[src/hw/rtl/adrp_pkg.sv]
// ----------------------------------------------------------------------------
// adrp_pkg
// Types and constants shared by the directory record parser files.
// ----------------------------------------------------------------------------
`default_nettype none

package adrp_pkg;

  localparam int unsigned BYTE_W = 8;
  localparam int unsigned WORD_W = 32;
  localparam int unsigned LEFT_W = 9;

  localparam int unsigned HEADER_BYTES_DEF = 10;

  // Record flag codes that select the tail layout
  localparam logic [BYTE_W-1:0] FLAG_LEN16 = 8'h2B;
  localparam logic [BYTE_W-1:0] FLAG_FIX20 = 8'h33;
  localparam logic [BYTE_W-1:0] FLAG_FIX40 = 8'h39;
  localparam logic [BYTE_W-1:0] FLAG_LEN20 = 8'h3B;

  localparam logic [LEFT_W-1:0] WORD_BYTES  = 9'd12;
  localparam logic [LEFT_W-1:0] OFFSET_DONE = 9'd8;
  localparam logic [LEFT_W-1:0] PACKED_DONE = 9'd4;
  localparam logic [LEFT_W-1:0] TAIL_EXTRA16 = 9'd16;
  localparam logic [LEFT_W-1:0] TAIL_EXTRA20 = 9'd20;
  localparam logic [LEFT_W-1:0] TAIL_FIX20 = 9'd20;
  localparam logic [LEFT_W-1:0] TAIL_FIX40 = 9'd40;

  localparam logic KIND_NAME   = 1'b0;
  localparam logic KIND_RECORD = 1'b1;

  typedef struct packed {
    logic [BYTE_W-1:0] data_byte;
    logic              stream_start;
  } item_t;

  typedef struct packed {
    logic              kind;
    logic [BYTE_W-1:0] name_char;
    logic              name_end;
    logic [WORD_W-1:0] file_offset;
    logic [WORD_W-1:0] stored_size;
    logic [WORD_W-1:0] full_size;
    logic [BYTE_W-1:0] entry_flag;
  } result_t;

  // Handshake between the input stage, the parser and the result register
  typedef struct packed {
    logic fire;    // input stage hands its word to the parser this cycle
    logic emit;    // parser produces a result for that word
  } step_ctl_t;

endpackage

`default_nettype wire

[src/hw/rtl/adrp_if.sv]
// ----------------------------------------------------------------------------
// adrp_in_if / adrp_out_if
// Valid/ready channels for directory bytes and parsed results.
// ----------------------------------------------------------------------------
`default_nettype none

interface adrp_in_if;
  import adrp_pkg::*;

  logic              valid;
  logic              ready;
  logic [BYTE_W-1:0] data_byte;
  logic              stream_start;

  modport source (output valid, output data_byte, output stream_start, input ready);
  modport sink   (input valid, input data_byte, input stream_start, output ready);
endinterface

interface adrp_out_if;
  import adrp_pkg::*;

  logic              valid;
  logic              ready;
  logic              kind;
  logic [BYTE_W-1:0] name_char;
  logic              name_end;
  logic [WORD_W-1:0] file_offset;
  logic [WORD_W-1:0] stored_size;
  logic [WORD_W-1:0] full_size;
  logic [BYTE_W-1:0] entry_flag;

  modport source (
    output valid, output kind, output name_char, output name_end,
    output file_offset, output stored_size, output full_size, output entry_flag,
    input ready
  );
  modport sink (
    input valid, input kind, input name_char, input name_end,
    input file_offset, input stored_size, input full_size, input entry_flag,
    output ready
  );
endinterface

`default_nettype wire

[src/hw/rtl/adrp_parser.sv]
// ----------------------------------------------------------------------------
// adrp_parser
// Record phase tracker and field gatherer; one directory byte per step.
// ----------------------------------------------------------------------------
`default_nettype none

module adrp_parser #(
  parameter int unsigned HEADER_BYTES = adrp_pkg::HEADER_BYTES_DEF
) (
  input  wire logic              clk_i,
  input  wire logic              rst_ni,
  input  wire adrp_pkg::item_t   item_i,
  input  wire logic              fire_i,
  output logic                   emit_o,
  output adrp_pkg::result_t      result_o
);
  import adrp_pkg::*;

  typedef enum logic [2:0] {
    PhHeader  = 3'd0,
    PhNameLen = 3'd1,
    PhName    = 3'd2,
    PhFlag    = 3'd3,
    PhWords   = 3'd4,
    PhTailLen = 3'd5,
    PhSkip    = 3'd6
  } phase_e;

  localparam logic [LEFT_W-1:0] LeftRst  = LEFT_W'(HEADER_BYTES);
  localparam phase_e            PhaseRst = (HEADER_BYTES == 0) ? PhNameLen : PhHeader;

  phase_e             phase_q, phase_d, phase_c;
  logic [LEFT_W-1:0]  left_q, left_d, left_c, left_dec;
  logic [BYTE_W-1:0]  flag_q, flag_d, flag_c;
  logic [WORD_W-1:0]  off_q, off_d, off_c;
  logic [WORD_W-1:0]  pk_q, pk_d, pk_c;
  logic [WORD_W-1:0]  shift_q, shift_d, shift_c, shift_nxt;
  logic [BYTE_W-1:0]  b;

  assign b = item_i.data_byte;

  // Stream start restarts the parser; the same byte is the first header byte.
  always_comb begin
    if (item_i.stream_start) begin
      phase_c = PhaseRst;
      left_c  = LeftRst;
      flag_c  = '0;
      off_c   = '0;
      pk_c    = '0;
      shift_c = '0;
    end else begin
      phase_c = phase_q;
      left_c  = left_q;
      flag_c  = flag_q;
      off_c   = off_q;
      pk_c    = pk_q;
      shift_c = shift_q;
    end
  end

  assign left_dec  = left_c - LEFT_W'(1);
  assign shift_nxt = {b, shift_c[WORD_W-1:BYTE_W]};

  always_comb begin
    phase_d  = phase_c;
    left_d   = left_c;
    flag_d   = flag_c;
    off_d    = off_c;
    pk_d     = pk_c;
    shift_d  = shift_c;
    emit_o   = 1'b0;
    result_o = '0;
    case (phase_c)
      PhHeader: begin
        left_d = left_dec;
        if (left_dec == '0) phase_d = PhNameLen;
      end
      PhName: begin
        left_d             = left_dec;
        emit_o             = 1'b1;
        result_o.kind      = KIND_NAME;
        result_o.name_char = b;
        result_o.name_end  = (left_dec == '0);
        if (left_dec == '0) phase_d = PhFlag;
      end
      PhFlag: begin
        flag_d  = b;
        shift_d = '0;
        left_d  = WORD_BYTES;
        phase_d = PhWords;
      end
      PhWords: begin
        shift_d = shift_nxt;
        left_d  = left_dec;
        if (left_dec == OFFSET_DONE) begin
          off_d = shift_nxt;
        end else if (left_dec == PACKED_DONE) begin
          pk_d = shift_nxt;
        end else if (left_dec == '0) begin
          emit_o               = 1'b1;
          result_o.kind        = KIND_RECORD;
          result_o.file_offset = off_c;
          result_o.stored_size = pk_c;
          result_o.full_size   = shift_nxt;
          result_o.entry_flag  = flag_c;
          if (flag_c == FLAG_LEN16 || flag_c == FLAG_LEN20) begin
            phase_d = PhTailLen;
          end else if (flag_c == FLAG_FIX20) begin
            left_d  = TAIL_FIX20;
            phase_d = PhSkip;
          end else if (flag_c == FLAG_FIX40) begin
            left_d  = TAIL_FIX40;
            phase_d = PhSkip;
          end else begin
            phase_d = PhNameLen;
          end
        end
      end
      PhTailLen: begin
        left_d  = LEFT_W'(b) + ((flag_c == FLAG_LEN16) ? TAIL_EXTRA16 : TAIL_EXTRA20);
        phase_d = PhSkip;
      end
      PhSkip: begin
        left_d = left_dec;
        if (left_dec == '0) phase_d = PhNameLen;
      end
      default: begin
        // name length, and the unused code
        left_d  = LEFT_W'(b);
        phase_d = (b != '0) ? PhName : PhFlag;
      end
    endcase
  end

  always_ff @(posedge clk_i or negedge rst_ni) begin
    if (!rst_ni) begin
      phase_q <= PhaseRst;
      left_q  <= LeftRst;
      flag_q  <= '0;
      off_q   <= '0;
      pk_q    <= '0;
      shift_q <= '0;
    end else if (fire_i) begin
      phase_q <= phase_d;
      left_q  <= left_d;
      flag_q  <= flag_d;
      off_q   <= off_d;
      pk_q    <= pk_d;
      shift_q <= shift_d;
    end
  end

endmodule

`default_nettype wire

[src/hw/rtl/adrp_out_stage.sv]
// ----------------------------------------------------------------------------
// adrp_out_stage
// Result register that drives the output channel.
// ----------------------------------------------------------------------------
`default_nettype none

module adrp_out_stage (
  input  wire logic                clk_i,
  input  wire logic                rst_ni,
  input  wire adrp_pkg::step_ctl_t ctl_i,
  input  wire adrp_pkg::result_t   result_i,
  output logic                     free_o,
  adrp_out_if.source               out_o
);
  import adrp_pkg::*;

  logic    valid_q, valid_d;
  result_t res_q;

  // Free when empty or when the held word leaves this cycle
  assign free_o = !valid_q || out_o.ready;

  always_comb begin
    valid_d = valid_q;
    if (out_o.ready) valid_d = 1'b0;
    if (ctl_i.fire && ctl_i.emit) valid_d = 1'b1;
  end

  always_ff @(posedge clk_i or negedge rst_ni) begin
    if (!rst_ni) begin
      valid_q <= 1'b0;
    end else begin
      valid_q <= valid_d;
    end
  end

  always_ff @(posedge clk_i) begin
    if (ctl_i.fire && ctl_i.emit) begin
      res_q <= result_i;
    end
  end

  assign out_o.valid       = valid_q;
  assign out_o.kind        = res_q.kind;
  assign out_o.name_char   = res_q.name_char;
  assign out_o.name_end    = res_q.name_end;
  assign out_o.file_offset = res_q.file_offset;
  assign out_o.stored_size = res_q.stored_size;
  assign out_o.full_size   = res_q.full_size;
  assign out_o.entry_flag  = res_q.entry_flag;

endmodule

`default_nettype wire

[src/hw/rtl/archive_directory_record_parser.sv]
// ----------------------------------------------------------------------------
// archive_directory_record_parser
// Parses an inflated archive directory byte stream into name bytes and
// completed directory records.
// ----------------------------------------------------------------------------
//
//  channel  dir  words carry                                   accepted when
//  -------  ---  --------------------------------------------  ---------------
//  in_i     in   data_byte, stream_start                       valid && ready
//  out_o    out  kind, name_char, name_end, file_offset,       valid && ready
//                stored_size, full_size, entry_flag
//
//  One byte per cycle sustained while out_o.ready stays high: a byte waits in
//  the input register, is parsed by the phase logic, and any result lands in
//  the result register, which drives out_o.valid.
//  Reset: the parser comes up skipping HEADER_BYTES header bytes (or at the
//  name length byte when HEADER_BYTES is 0); both stage valids clear.
//  Stalls: a held result only blocks the input register while out_o.ready is
//  low; in_i.ready then falls once the input register is also occupied.
//  A stream_start byte restarts the parser and counts as the first header byte.
//
`default_nettype none

module archive_directory_record_parser #(
  parameter int unsigned HEADER_BYTES = adrp_pkg::HEADER_BYTES_DEF
) (
  input  wire logic  clk_i,
  input  wire logic  rst_ni,
  adrp_in_if.sink    in_i,
  adrp_out_if.source out_o
);
  import adrp_pkg::*;

  // Input register
  logic      in_valid_q;
  item_t     in_item_q;
  logic      out_free;
  step_ctl_t ctl;
  result_t   result;
  logic      emit;

  // Hand the held byte to the parser whenever the result register can take
  // its result; the held byte may produce nothing, but waiting is harmless.
  assign ctl.fire = in_valid_q && out_free;
  assign ctl.emit = emit;

  // Accept a new byte whenever the input register is empty or empties this cycle
  assign in_i.ready = !in_valid_q || ctl.fire;

  always_ff @(posedge clk_i or negedge rst_ni) begin
    if (!rst_ni) begin
      in_valid_q <= 1'b0;
    end else if (in_i.ready) begin
      in_valid_q <= in_i.valid;
    end
  end

  // Payload: hold while stalled, load on accept
  always_ff @(posedge clk_i) begin
    if (in_i.valid && in_i.ready) begin
      in_item_q.data_byte    <= in_i.data_byte;
      in_item_q.stream_start <= in_i.stream_start;
    end
  end

  adrp_parser #(
    .HEADER_BYTES (HEADER_BYTES)
  ) u_parser (
    .clk_i    (clk_i),
    .rst_ni   (rst_ni),
    .item_i   (in_item_q),
    .fire_i   (ctl.fire),
    .emit_o   (emit),
    .result_o (result)
  );

  adrp_out_stage u_out (
    .clk_i    (clk_i),
    .rst_ni   (rst_ni),
    .ctl_i    (ctl),
    .result_i (result),
    .free_o   (out_free),
    .out_o    (out_o)
  );

endmodule

`default_nettype wire

[src/flat_wrapper.sv]
// flat-port wrapper written by rule: the top's interface ports become plain ports
module archive_directory_record_parser_flat import adrp_pkg::*;
#(
  parameter int unsigned HEADER_BYTES = adrp_pkg::HEADER_BYTES_DEF
)
  (clk_i, rst_ni, in_i_valid, in_i_data_byte, in_i_stream_start, in_i_ready, out_o_valid, out_o_kind, out_o_name_char, out_o_name_end, out_o_file_offset, out_o_stored_size, out_o_full_size, out_o_entry_flag, out_o_ready);
  adrp_in_if in_i_i ();
  adrp_out_if out_o_i ();
  input  wire logic clk_i;
  input  wire logic rst_ni;
  input wire logic [$bits(in_i_i.valid)-1:0] in_i_valid;
  input wire logic [$bits(in_i_i.data_byte)-1:0] in_i_data_byte;
  input wire logic [$bits(in_i_i.stream_start)-1:0] in_i_stream_start;
  output wire logic [$bits(in_i_i.ready)-1:0] in_i_ready;
  output wire logic [$bits(out_o_i.valid)-1:0] out_o_valid;
  output wire logic [$bits(out_o_i.kind)-1:0] out_o_kind;
  output wire logic [$bits(out_o_i.name_char)-1:0] out_o_name_char;
  output wire logic [$bits(out_o_i.name_end)-1:0] out_o_name_end;
  output wire logic [$bits(out_o_i.file_offset)-1:0] out_o_file_offset;
  output wire logic [$bits(out_o_i.stored_size)-1:0] out_o_stored_size;
  output wire logic [$bits(out_o_i.full_size)-1:0] out_o_full_size;
  output wire logic [$bits(out_o_i.entry_flag)-1:0] out_o_entry_flag;
  input wire logic [$bits(out_o_i.ready)-1:0] out_o_ready;
  assign in_i_i.valid = in_i_valid;
  assign in_i_i.data_byte = in_i_data_byte;
  assign in_i_i.stream_start = in_i_stream_start;
  assign in_i_ready = in_i_i.ready;
  assign out_o_valid = out_o_i.valid;
  assign out_o_kind = out_o_i.kind;
  assign out_o_name_char = out_o_i.name_char;
  assign out_o_name_end = out_o_i.name_end;
  assign out_o_file_offset = out_o_i.file_offset;
  assign out_o_stored_size = out_o_i.stored_size;
  assign out_o_full_size = out_o_i.full_size;
  assign out_o_entry_flag = out_o_i.entry_flag;
  assign out_o_i.ready = out_o_ready;
  archive_directory_record_parser #(.HEADER_BYTES(HEADER_BYTES)) u_core (.clk_i(clk_i), .rst_ni(rst_ni), .in_i(in_i_i), .out_o(out_o_i));
endmodule
[config.mk]
export PLATFORM = sky130hd
export DESIGN_NAME = archive_directory_record_parser_flat
export DESIGN_NICKNAME = d
export VERILOG_FILES = /design/src/hw/rtl/adrp_pkg.sv /design/src/hw/rtl/adrp_if.sv /design/src/hw/rtl/adrp_parser.sv /design/src/hw/rtl/adrp_out_stage.sv /design/src/hw/rtl/archive_directory_record_parser.sv /design/src/flat_wrapper.sv
export SDC_FILE = /design/constraint.sdc
export NUM_CORES = 1
export LEC_CHECK = 0
export ABC_CLOCK_PERIOD_IN_PS = 5490
export BUFFER_PORTS_ARGS = -buffer_cell sky130_fd_sc_hd__clkbuf_2
export CAP_MARGIN = 20
export CORE_MARGIN = 8
export CORE_UTILIZATION = 53
export DETAILED_ROUTE_END_ITERATION = 10
export HOLD_SLACK_MARGIN = 0.05
export PLACE_DENSITY = 0.77
export SLEW_MARGIN = 20
export SYNTH_ARGS = -nofsm -noshare
export SYNTH_HDL_FRONTEND = slang
export SYNTH_HIERARCHICAL = 1
export SYNTH_SLANG_ARGS = --single-unit
[constraint.sdc]
create_clock -name clk_i -period 5.49 [get_ports clk_i]
set_input_delay 1.098 -clock clk_i [delete_from_list [all_inputs] [get_ports clk_i]]
set_output_delay 1.098 -clock clk_i [all_outputs]
set_load 0.1 [all_outputs]
Word-level counts from Yosys, hierarchy flattened
Index checks and enable logic that the tools add are counted.

storage, ports and cells
  register bits = 233
  latch bits = 0
  RAM bits = 0
  ROM bits = 0
  bits of input ports = 13
  word-level logic and storage cells = 84
  memories kept = 0

cells by class
  $add $sub $neg = 2
  multiply operators = 0
  divide/modulo/power cells = 0
  $lt $le $gt $ge = 0
  equality and inequality tests = 11
  shift-type cells = 0
  multiplexer cells = 37
  bitwise gates (word level) = 2
  reduce and logical (&&, ||, !) cells = 15

operators by type and width
  kind                                                                   count
  32-bit 2-to-1 mux                                                      8
  32-bit case mux with 2 select lines                                    1
  9-bit 2-to-1 mux                                                       7
  9-bit case mux with 4 select lines                                     1
  8-bit by 6-bit equality test with 1-bit output, second input constant  4
  3-bit 2-to-1 mux                                                       10
  8-bit 2-to-1 mux                                                       2
  3-bit case mux with 5 select lines                                     1
  8-bit by 5-bit adder with 9-bit output                                 1
  3-bit equality test, second input constant                             3
  9-bit by 3-bit equality test with 1-bit output, second input constant  1
  9-bit by 4-bit equality test with 1-bit output, second input constant  1
  9-bit logical NOT                                                      1
  9-bit by 1-bit subtractor with 9-bit output, second input constant     1
  8-bit nonzero test                                                     1
  3-bit by 2-bit equality test with 1-bit output, second input constant  2
  1-bit 2-to-1 mux                                                       6
  4-bit OR reduction                                                     1
  1-bit logical AND                                                      3
  3-bit logical NOT                                                      1
  1-bit logical OR                                                       3
  3-bit OR reduction                                                     1
  1-bit logical NOT                                                      2
  1-bit NOT                                                              2
  3 further kinds                                                        3

Longest topological paths before layout
Gate-level depths: netlist (run 1).

  word-level depth = 9
  depth in mapped cells = 15

By module
The synthesis (run 1) kept the hierarchy.

modules (own cells, without submodules)
  module                           instances  cells each  area an instance (µm²)
  adrp_parser                      1          776         6,836.6
  adrp_out_stage                   1          119         3,475.8
  archive_directory_record_parser  1          14          330.3

Worst setup path after synthesis (run 1)
No wires, ideal clock.

  kind = reg2reg
  start = register u_core/in_item_q[0] (netlist bit)
  end = register u_core.u_out.res_q, in the netlist u_core/u_out/out_o.entry_flag[0] (enable)
  setup time = 468 ps
  data arrival time = 5,201 ps
  required time = 5,022 ps
  setup slack = -178 ps
  stages on the path, launching flop included = 16
  path buffers = 5
  period minus slack after synthesis = 5,668 ps
  path through = edfxtp_1 clkbuf_1 inv_1 clkbuf_1 clkbuf_1 nand2_1 ha_1 or3b_2 o211ai_1 and4_4 and4_1 buf_6 buf_6 or2_1 nand2_1 inv_1

RTL lines
  item                    RTL line                               source
  start: declaration      archive_directory_record_parser.sv:36  item_t in_item_q;
  end signal: assignment  adrp_out_stage.sv:39                   res_q <= result_i;
  end: declaration        adrp_out_stage.sv:18                   result_t res_q;

==> results of run 1 <==
==> cell usage after synthesis, types with 5 or more instances <==
library cell,instances,share of area
xnor2_1,5,0.0041
o31ai_1,5,0.0035
dfrtp_1,108,0.25
edfxtp_1,123,0.35
inv_1,40,0.014
nand2b_1,8,0.0047
o311ai_0,34,0.028
nand2_1,101,0.036
nor2_1,18,0.0063
buf_2,5,0.0024
a21oi_1,11,0.0052
a22o_1,9,0.0074
o21ai_0,31,0.015
buf_6,11,0.012
and3_1,43,0.025
nor2b_1,38,0.022
a41oi_1,33,0.027
and2_4,12,0.0099
and2_1,96,0.056
clkbuf_1,54,0.019
mux2i_1,32,0.030
nor3_1,7,0.0033
nand4_1,7,0.0041
nand3_1,5,0.0024
==> metrics by stage <==
| step | hold slack (ps) | power (mW) | worst slack, ps | instances |
|---|---|---|---|---|
| 6_report | 504.1 | 4.901 | 1572 | 1291 |
| 5_1_grt | 508.5 | 5.100 | 1361 | 1291 |
| 4_1_cts | 505.0 | 4.937 | 1621 | 1291 |
| 3_5_place_dp | 492.0 | 3.369 | 1623 | 1247 |
| 3_3_place_gp | 483.6 | 3.348 | 1719 | 1247 |
| 2_1_floorplan | 467.1 | 3.082 | 123.2 | 909 |
==> logic make-up after synthesis <==
family                     count (synthesis)  share of synthesized area
and+or+nand+nor                          363                     0.1937
adders and majority gates                  5                   0.005643
muxes                                     32                    0.03010
DFF                                      233                     0.6059
xor gates and xnor gates                   8                   0.006584
AOI/OAI and AO/OA                        154                     0.1095
buffers and inverters                    114                    0.04855
==> worst max path at each step <==
| stage | end | slack [ps] | from |
|---|---|---|---|
| after floorplan | u_core/u_out/out_o.entry_flag[0] | 120 | u_core/in_item_q[0] |
| after CTS | u_core/u_out/out_o.stored_size[12] | 1620 | u_core/in_item_q[0] |
| after global placement | u_core/u_parser/off_q[3] | 1720 | out_o_ready |
| after global routing | u_core/u_out/out_o.stored_size[4] | 1360 | u_core/in_item_q[0] |
| after detailed placement | u_core/u_out/out_o.stored_size[14] | 1620 | u_core/in_item_q[0] |
| final | u_core/u_out/out_o.stored_size[12] | 1570 | u_core/in_item_q[0] |
==> layer usage <==
layer / GRT usage / wire length [um] / vias to the layer above
li1: - / - / 3472
met1: 0.2685 / 10590 / 3607
met2: 0.3295 / 11900 / 300
met3: 0.03249 / 1710 / 58
met4: 0.08296 / 902 / 0
met5: 0 / 0 / -
==> registers in the layout (all words and copies together), names as in the netlist, 3 cells and up <==
name and count:
u_core/in_item_q 9, u_core/u_parser/flag_q 8, u_core/u_parser/shift_q 24, u_core/u_out/out_o.file_offset 32, u_core/u_out/out_o.name_char 8, u_core/u_parser/pk_q 32
u_core/u_out/out_o.entry_flag 8, u_core/u_out/out_o.full_size 32, u_core/u_parser/off_q 32, u_core/u_out/out_o.stored_size 32, u_core/u_parser/phase_q 3, u_core/u_parser/left_q 9
==> where the power goes <==
| group | switching, mW | total (mW) | internal [mW] |
|---|---|---|---|
| clock network | 0.658 | 1.55 | 0.895 |
| registers | 0.201 | 2.25 | 2.05 |
| logic | 0.828 | 1.10 | 0.272 |
==> worst max-delay path: cells and delay by family (launching register included) <==
| family | cells | cell delay, ps |
|---|---|---|
| buffers and inverters | 3 | 990 |
| AO/OA/AOI/OAI | 1 | 280 |
| AND/OR/NAND/NOR | 6 | 1440 |
| adder cells (fa/ha/maj) | 1 | 350 |
| flip-flops | 1 | 350 |
==> layout make-up <==
class                           instances  area share
Sequential cell                       233      0.5298
Multi-Input combinational cell        562      0.3055
Timing Repair Buffer                  142     0.06147
Clock buffer                           31     0.05397
Tap cell                              270     0.02775
Inverter                               40     0.01264
Clock inverter                         13    0.008840
==> metrics.cfg, run 1 <==
[cts]
htree_num_levels = 1
clockRootBuffer = clkbuf_16
clk_pin_slew_ps = 60
cts_hold_buf = 0
clockBufferDepth = 3
clk_latency_ps = 520
cts_tree = built
post_cts_buffers = 0
numCtsBuffers = 24
clkSinkCount = 233
cts_resized = 0

[worst_hold_path]
min_path_type = register to register
min_to = u_core/u_parser/flag_q[0]
hp-start = u_core/u_parser/flag_q[0]
hold_depth = 1

[layout]
diodes = 0
mostFrequentLayoutCells = clkbuf_2 (127), edfxtp_1 (123), dfrtp_1 (108)
area.sequential_sq_mm = 0.006449
n_fill_cell = 1634
layout.nets = 1020
syn2layout_area_growth_pct = 14.37
drive_gt1_frac = 0.2106
multi_input_area_sq_mm = 0.003719
utilization = 0.6094
final_cell_area_sq_mm = 0.01217
final_common_cell = clkbuf_2

[floorplanning]
die_w_um = 157.7
row_count = 52
io_pins = 129
design.core.area_sq_mm = 0.01997
dieArea_sq_mm = 0.02487
initial_core_util = 0.5328
die_y_um = 157.7

[grt]
grt_max_degree = 106
grt_pass1_vias = 7420
grt_overflow = 0
track_usage = 0.2032
antenna_found_initial = 0
grt_pass1_wl_um = 40160

[yosys]
yosysSeqAreaShare = 0.6059
avgSynthCellArea_sq_um = 11.71
ys_warn_count = 6
synth_edf_count = 123
yosysUniqueCellTypes = 64
synth_cells = 909
synth_seq_cells = 233
synth_nets = 926
synthFlopType = edfxtp_1
synthArstFlopShare = 0.4721
synth_area_sq_mm = 0.01064

[route]
first_pass_iters = 5
via_count = 7437
wirelength_um = 25110
ant_nets = 0
drc = 0
dr.first_iter.drc_count = 690
via_per_inst = 5.761
drt-wirelength-per-cell_um = 19.45

[sta]
final.setup.tns_ps = 0
tightest_slew_ps = 1062
clock.fmax_mhz = 255.2
layout_min_cycle_time_ps = 3918
maxSlewHeadroom = 0.2917
slew_violations = 0
min_period_over_period = 0.7137
hold_violations = 0
setup_viol = 0
final.setup_skew_ps = 9.938
grt_setup_unrepaired = false

[setup_path]
crit_chain = buf_4 -> nor2_1 -> ha_1 -> or3b_2 -> o211ai_1 -> and4_4 -> and4_2 -> or2_1 -> nand2_1 -> clkinvlp_4 -> buf_4
cp_common_cell = buf_4
path_class = register to register
ff2ff_setup_slack_ps = 1570
slowest_delay_ps = 640
rr_worst_depth = 11
regToRegEndpoint = u_core/u_out/out_o.stored_size[12]
worstPathArrival_ps = 4060
setup.worst_path.end_class = register
cp_slowest_cell = buf_4
start_kind = register
rr_startpoint = u_core/in_item_q[0]
cp.required_ps = 5630
cp_max_fo = 73

[power_and_ir_drop]
power.leakage_nw = 5.078
power_density_mw_per_mm2 = 402.6
peakVddDrop_mv = 0.2625

[placement]
dpl.hpwl_um = 16040
placed_area_sq_mm = 0.01141
gp_congestion = 0.8908
io_buffer_count = 128

[status]
status = finished clean

[run]
max_cap_viol_count = 0

(Power assumes the default switching activity.)
==> run 2, diff against run 1 <==
- ABC_CLOCK_PERIOD_IN_PS: 5490 -> 3830
- CORE_UTILIZATION: 53 -> 55
- PLACE_DENSITY: 0.77 -> 0.76
- clock period: 5.49 -> 3.83 ns (I/O delays scaled with it)
==> metrics.cfg, run 2 (synthesis gave the netlist of run 1 again) <==
[status]
status = finished clean  ; unchanged

[cts]
htree_num_levels = 1  ; unchanged
clockBufferDepth = 3  ; unchanged
clk_pin_slew_ps = 60  ; about the same
cts_resized = 0  ; unchanged
post_cts_buffers = 0  ; unchanged
clk_latency_ps = 530  ; was 520 ps
cts_tree = built  ; unchanged
numCtsBuffers = 24  ; unchanged
clockRootBuffer = clkbuf_16  ; unchanged
cts_hold_buf = 0  ; unchanged
clkSinkCount = 233  ; unchanged

[sta]
min_period_over_period = 0.9300  ; was 0.7137
hold_violations = 0  ; unchanged
maxSlewHeadroom = 0.2755  ; was 0.2917
hold_slack_ps = 352.0  ; was 504.1 ps
tightest_slew_ps = 1087  ; was 1062 ps
setup_viol = 0  ; unchanged
layout_min_cycle_time_ps = 3562  ; was 3918 ps
layout_setup_ws_ps = 268.1  ; was 1572 ps
slew_violations = 0  ; unchanged
final.setup_skew_ps = 23.12  ; was 9.938 ps
clock.fmax_mhz = 280.8  ; was 255.2 MHz
grt_setup_unrepaired = false  ; unchanged

[setup_path]
setup.worst_path.end_class = register  ; unchanged
ff2ff_setup_slack_ps = 270  ; was 1570 ps
path_class = register to register  ; unchanged
start_kind = register  ; unchanged
rr_startpoint = u_core/in_item_q[0]  ; unchanged
worstPathArrival_ps = 3690  ; was 4060 ps
regToRegEndpoint = u_core/u_out/out_o.full_size[24]  ; was u_core/u_out/out_o.stored_size[12]
rr_worst_depth = 10  ; was 11
cp_max_fo = 86  ; was 73
cp.required_ps = 3960  ; was 5630 ps

[placement]
dpl.cell_count = 1250  ; was 1247
dpl.hpwl_um = 16470  ; was 16040 um
pre_cts_ws_ps = 254.7  ; was 1623 ps
gp_congestion = 0.9441  ; was 0.8908
io_buffer_count = 128  ; unchanged

[floorplanning]
die_y_um = 155.1  ; was 157.7 um
io_pins = 129  ; unchanged
dieArea_sq_mm = 0.02406  ; was 0.02487 sq mm
initial_core_util = 0.5541  ; was 0.5328
row_count = 51  ; was 52
design.core.area_sq_mm = 0.01921  ; was 0.01997 sq mm
die_w_um = 155.1  ; was 157.7 um

[layout]
diodes = 0  ; unchanged
final_common_cell = clkbuf_2  ; unchanged
drive_gt1_frac = 0.2225  ; was 0.2106
layout.nets = 1028  ; was 1020
utilization = 0.6394  ; was 0.6094
mostFrequentLayoutCells = clkbuf_2 (127), edfxtp_1 (123), dfrtp_1 (108)  ; unchanged
final_cells = 1294  ; was 1291
syn2layout_area_growth_pct = 15.40  ; was 14.37%

[power_and_ir_drop]
peakVddDrop_mv = 0.4835  ; was 0.2625 mV
power.leakage_nw = 5.144  ; was 5.078 nW
power_density_mw_per_mm2 = 581.9  ; was 402.6 mW/mm^2

[route]
dr.first_iter.drc_count = 835  ; was 690
via_count = 7509  ; was 7437
wirelength_um = 25790  ; was 25110 um
drc = 0  ; unchanged
drt-wirelength-per-cell_um = 19.93  ; was 19.45 um
ant_nets = 0  ; unchanged
via_per_inst = 5.803  ; was 5.761
first_pass_iters = 5  ; unchanged

[grt]
grt_overflow = 0  ; unchanged
antenna_found_initial = 0  ; unchanged
grt_max_degree = 106  ; unchanged
grt_pass1_vias = 7419  ; was 7420
track_usage = 0.2122  ; was 0.2032
grt_pass1_wl_um = 40850  ; was 40160 um

[run]
max_cap_viol_count = 0  ; unchanged

[worst_hold_path]
min_path_type = input port to async pin  ; was register to register

run 2: cell types whose count changed in the layout (fill, tap and decap cells not counted), sizes merged:
cell / delta
buf: +8
bufinv: +1
clkbuf: -1
clkinv: +2
clkinvlp: -2
run 2: area by class of cell:
class / instances / area [sq um]
clock inverters: 14 / 133.9
well taps: 265 / 331.6
flip-flops and latches: 233 / 6449
multi-input cells: 562 / 3750
clock buffers: 30 / 653.1
repair buffers: 150 / 808.3
inverters: 40 / 156.4
fillers: 1508 / 6925
run 2: how the worst max path moves through the flow:
stage	startpoint	endpoint	slack, ps	cells past startpoint
2_1_floorplan	u_core/in_item_q[0]	u_core/u_out/out_o.entry_flag[0]	-1050	15
3_3_place_gp	u_core/in_item_q[0]	u_core/u_out/out_o.full_size[24]	380	10
3_5_place_dp	u_core/in_item_q[0]	u_core/u_out/out_o.entry_flag[3]	250	10
4_1_cts	u_core/in_item_q[0]	u_core/u_out/out_o.file_offset[13]	250	10
5_1_grt	u_core/in_item_q[0]	u_core/u_out/out_o.full_size[24]	110	10
6_report	u_core/in_item_q[0]	u_core/u_out/out_o.full_size[24]	270	10
run 2: where the power goes:
group	leakage, nW	internal [mW]	switching [mW]
Clock	0.397	1.35	0.953
Sequential	2.61	2.93	0.269
Combinational	2.14	0.416	1.23
Total	5.14	4.70	2.45
run 2: metrics by stage:
| stage | TNS, ps | total power [mW] | area, sq um |
|---|---|---|---|
| 2_1_floorplan | -120130 | 4.439 | 10710 |
| 3_3_place_gp | 0 | 4.844 | 11490 |
| 3_5_place_dp | 0 | 4.868 | 11490 |
| 4_1_cts | 0 | 7.168 | 12280 |
| 5_1_grt | 0 | 7.425 | 12280 |
| 6_report | 0 | 7.147 | 12280 |
run 2: critical path, stage by stage (launching register included):
cell and delay (ps):
edfxtp_1 480, nor2_4 160, ha_4 190, or3b_4 390, o211ai_1 260, and4_4 300
and4_2 230, or2_1 110, nand2_2 80, clkinvlp_4 90, buf_4 750
run 2: metal layers:
| metal | GRT usage | up-vias | routed length, um |
|---|---|---|---|
| li1 | - | 3497 | - |
| met1 | 0.2808 | 3670 | 10900 |
| met2 | 0.3523 | 299 | 12570 |
| met3 | 0.03773 | 43 | 1690 |
| met4 | 0.06300 | 0 | 635 |
| met5 | 0 | - | 0 |
==> run 3, diff against run 2 <==
- PLACE_DENSITY: 0.76 -> 0.77
- SYNTH_HIERARCHICAL: 1 -> unset
==> metrics.cfg, run 3 <==
[cts]
clk_pin_slew_ps = 70  ; was 60 ps
htree_num_levels = 1  ; unchanged
clkSinkCount = 233  ; unchanged
cts_tree = built  ; unchanged
numCtsBuffers = 23  ; was 24
clockRootBuffer = clkbuf_16  ; unchanged
cts_hold_buf = 0  ; unchanged
clockBufferDepth = 3  ; unchanged
post_cts_buffers = 0  ; unchanged
clk_latency_ps = 520  ; was 530 ps
cts_resized = 0  ; unchanged

[floorplanning]
dieArea_sq_mm = 0.02215  ; was 0.02406 sq mm
design.core.area_sq_mm = 0.01730  ; was 0.01921 sq mm
die_w_um = 148.8  ; was 155.1 um
die_y_um = 148.8  ; was 155.1 um
io_pins = 129  ; unchanged
row_count = 48  ; was 51
initial_core_util = 0.5611  ; was 0.5541

[layout]
layout.nets = 954  ; was 1028
multi_input_area_sq_mm = 0.002930  ; was 0.003750 sq mm
final_common_cell = clkbuf_2  ; unchanged
syn2layout_area_growth_pct = 16.99  ; was 15.40%
diodes = 0  ; unchanged
final_cells = 1179  ; was 1294
utilization = 0.6564  ; was 0.6394
final_cell_area_sq_mm = 0.01135  ; was 0.01228 sq mm
drive_gt1_frac = 0.2075  ; was 0.2225
mostFrequentLayoutCells = clkbuf_2 (127), edfxtp_1 (123), dfrtp_1 (108)  ; unchanged
n_fill_cell = 1308  ; was 1508
area.sequential_sq_mm = 0.006449  ; unchanged

[yosys]
synth_top_area_share = 0.3806  ; was 0.3470
synthArstFlopShare = 0.4721  ; unchanged
synthAdderAreaFrac = 0.005157  ; was 0.005643
yosysSeqAreaShare = 0.6645  ; was 0.6059
synth.area.top_cells = edfxtp_1 (38%), dfrtp_1 (28%), and2_1 (6.8%)  ; was edfxtp_1 (35%), dfrtp_1 (25%), and2_1 (5.6%)
yosys.area_share.simple = 0.1733  ; was 0.1937
synth_area_sq_mm = 0.009704  ; was 0.01064 sq mm
synth_seq_cells = 233  ; unchanged
synthMuxAreaShare = 0.003352  ; was 0.03010
synth-xor-area-share = 0.006318  ; was 0.006584
synth_cells = 818  ; was 909
yosysTopAreaCell = edfxtp_1  ; unchanged
synth_compound_area_frac = 0.1101  ; was 0.1095
ys_warn_count = 0  ; was 6
avgSynthCellArea_sq_um = 11.86  ; was 11.71 sq um
synth_edf_count = 123  ; unchanged
synthFlopType = edfxtp_1  ; unchanged
yosysUniqueCellTypes = 60  ; was 64
synth.most_common_cell = edfxtp_1  ; unchanged
synth_common_cells = edfxtp_1 (123), dfrtp_1 (108), and2_1 (106), o21ai_0 (92), nand3_1 (68)  ; was edfxtp_1 (123), dfrtp_1 (108), nand2_1 (101), and2_1 (96), clkbuf_1 (54)
synth_top_family_by_area = simple AND/OR/NAND/NOR gates  ; unchanged
synth_nets = 835  ; was 926

[route]
via_per_inst = 5.778  ; was 5.803
drc = 0  ; unchanged
first_pass_iters = 5  ; unchanged
via_count = 6812  ; was 7509
drt-wirelength-per-cell_um = 18.87  ; was 19.93 um
ant_nets = 0  ; unchanged
dr.first_iter.drc_count = 586  ; was 835
wirelength_um = 22240  ; was 25790 um

[placement]
dpl.hpwl_um = 14710  ; was 16470 um
pre_cts_ws_ps = 343.8  ; was 254.7 ps
gp_congestion = 0.9357  ; was 0.9441
io_buffer_count = 128  ; unchanged
placed_area_sq_mm = 0.01063  ; was 0.01149 sq mm
dpl.cell_count = 1137  ; was 1250

[power_and_ir_drop]
swShare = 0.3349  ; was 0.3426
p_sw_mw = 2.265  ; was 2.449 mW
clock_power_share = 0.318  ; was 0.322
p_comb_frac = 0.207  ; was 0.230
peakVddDrop_mv = 0.4411  ; was 0.4835 mV
power.leakage_nw = 4.742  ; was 5.144 nW
seqPwrFrac = 0.475  ; was 0.448
power_density_mw_per_mm2 = 595.8  ; was 581.9 mW/mm^2
p_int_mw = 4.499  ; was 4.698 mW
total_power_mw = 6.764  ; was 7.147 mW

[setup_path]
start_kind = register  ; unchanged
cp_max_fo = 106  ; was 86
path_class = register to register  ; unchanged
worstPathArrival_ps = 3870  ; was 3690 ps
setup.worst_path.end_class = register  ; unchanged
cp.required_ps = 4200  ; was 3960 ps

[worst_hold_path]
min_path_type = input port to async pin  ; unchanged

[grt]
grt_overflow = 0  ; unchanged
antenna_found_initial = 0  ; unchanged
track_usage = 0.1972  ; was 0.2122
grt_max_degree = 107  ; was 106
grt_pass1_wl_um = 35200  ; was 40850 um
grt_pass1_vias = 6529  ; was 7419

[status]
status = finished clean  ; unchanged

[sta]
tightest_slew_ps = 928.0  ; was 1087 ps
layout_setup_ws_ps = 332.3  ; was 268.1 ps
layout_min_cycle_time_ps = 3498  ; was 3562 ps
slew_violations = 0  ; unchanged
final.setup_skew_ps = 15.32  ; was 23.12 ps
hold_slack_ps = 392.0  ; was 352.0 ps
setup_viol = 0  ; unchanged
min_period_over_period = 0.9132  ; was 0.9300
maxSlewHeadroom = 0.3813  ; was 0.2755
clock.fmax_mhz = 285.9  ; was 280.8 MHz
grt_setup_unrepaired = false  ; unchanged
hold_violations = 0  ; unchanged
final.setup.tns_ps = 0  ; unchanged

[run]
max_cap_viol_count = 0  ; unchanged

==> run 3: cell type report <==
cell class / instances / area share
Tap cell: 225 / 0.02480
Sequential cell: 233 / 0.5680
Clock inverter: 8 / 0.005069
Clock buffer: 34 / 0.05885
Inverter: 37 / 0.01223
Multi-Input combinational cell: 496 / 0.2581
Timing Repair Buffer: 146 / 0.07296
==> run 3: path summary, 6_finish.rpt <==
check,from,cells after the start,to,slack (ps)
max,u_core.in_item_q[0],9,u_core.u_out.out_o.file_offset[12],330
min,rst_ni,1,u_core.u_parser.flag_q[2],390
max reg2reg,u_core.in_item_q[0],9,u_core.u_out.out_o.file_offset[12],330
min reg2reg,u_core.u_parser.off_q[6],2,u_core.u_parser.off_q[6],490
max in group asynchronous,rst_ni,2,u_core.u_parser.left_q[3],2620
min in group clk_i,in_i_stream_start,1,u_core.in_item_q[0],430
==> run 3: routing by layer <==
metal,global-route usage,vias up,share of wire
met2,0.3155,277,0.48
met3,0.04672,44,0.083
met5,0,-,0
met4,0.06916,0,0.029
li1,-,3166,-
met1,0.2600,3325,0.41
==> run 3: worst max-delay path, stage by stage, from the launching register on <==
cell and delay (ps):
edfxtp_1 410, inv_1 80, nand2_1 150, ha_4 190, or4b_4 480, o311a_1 380
or4b_4 520, nor4_4 190, buf_4 660, and2_1 260
==> run 3: cell families after synthesis <==
logic type / after synthesis
multiplexers: 3
AND/OR/NAND/NOR: 306
XOR/XNOR: 7
flip-flops: 233
buffers and inverters: 89
adder cells (fa/ha/maj): 4
AO/OA/AOI/OAI: 176
==> run 3: power groups by stage <==
stage / combinational (mW) / sequential (mW) / clock (mW)
finish: 1.40 / 3.21 / 2.15
global route: 1.51 / 3.24 / 2.29
CTS: 1.40 / 3.20 / 2.20
detailed placement: 1.39 / 3.25 / 0
global placement: 1.37 / 3.24 / 0
floorplan: 0.727 / 3.54 / 0
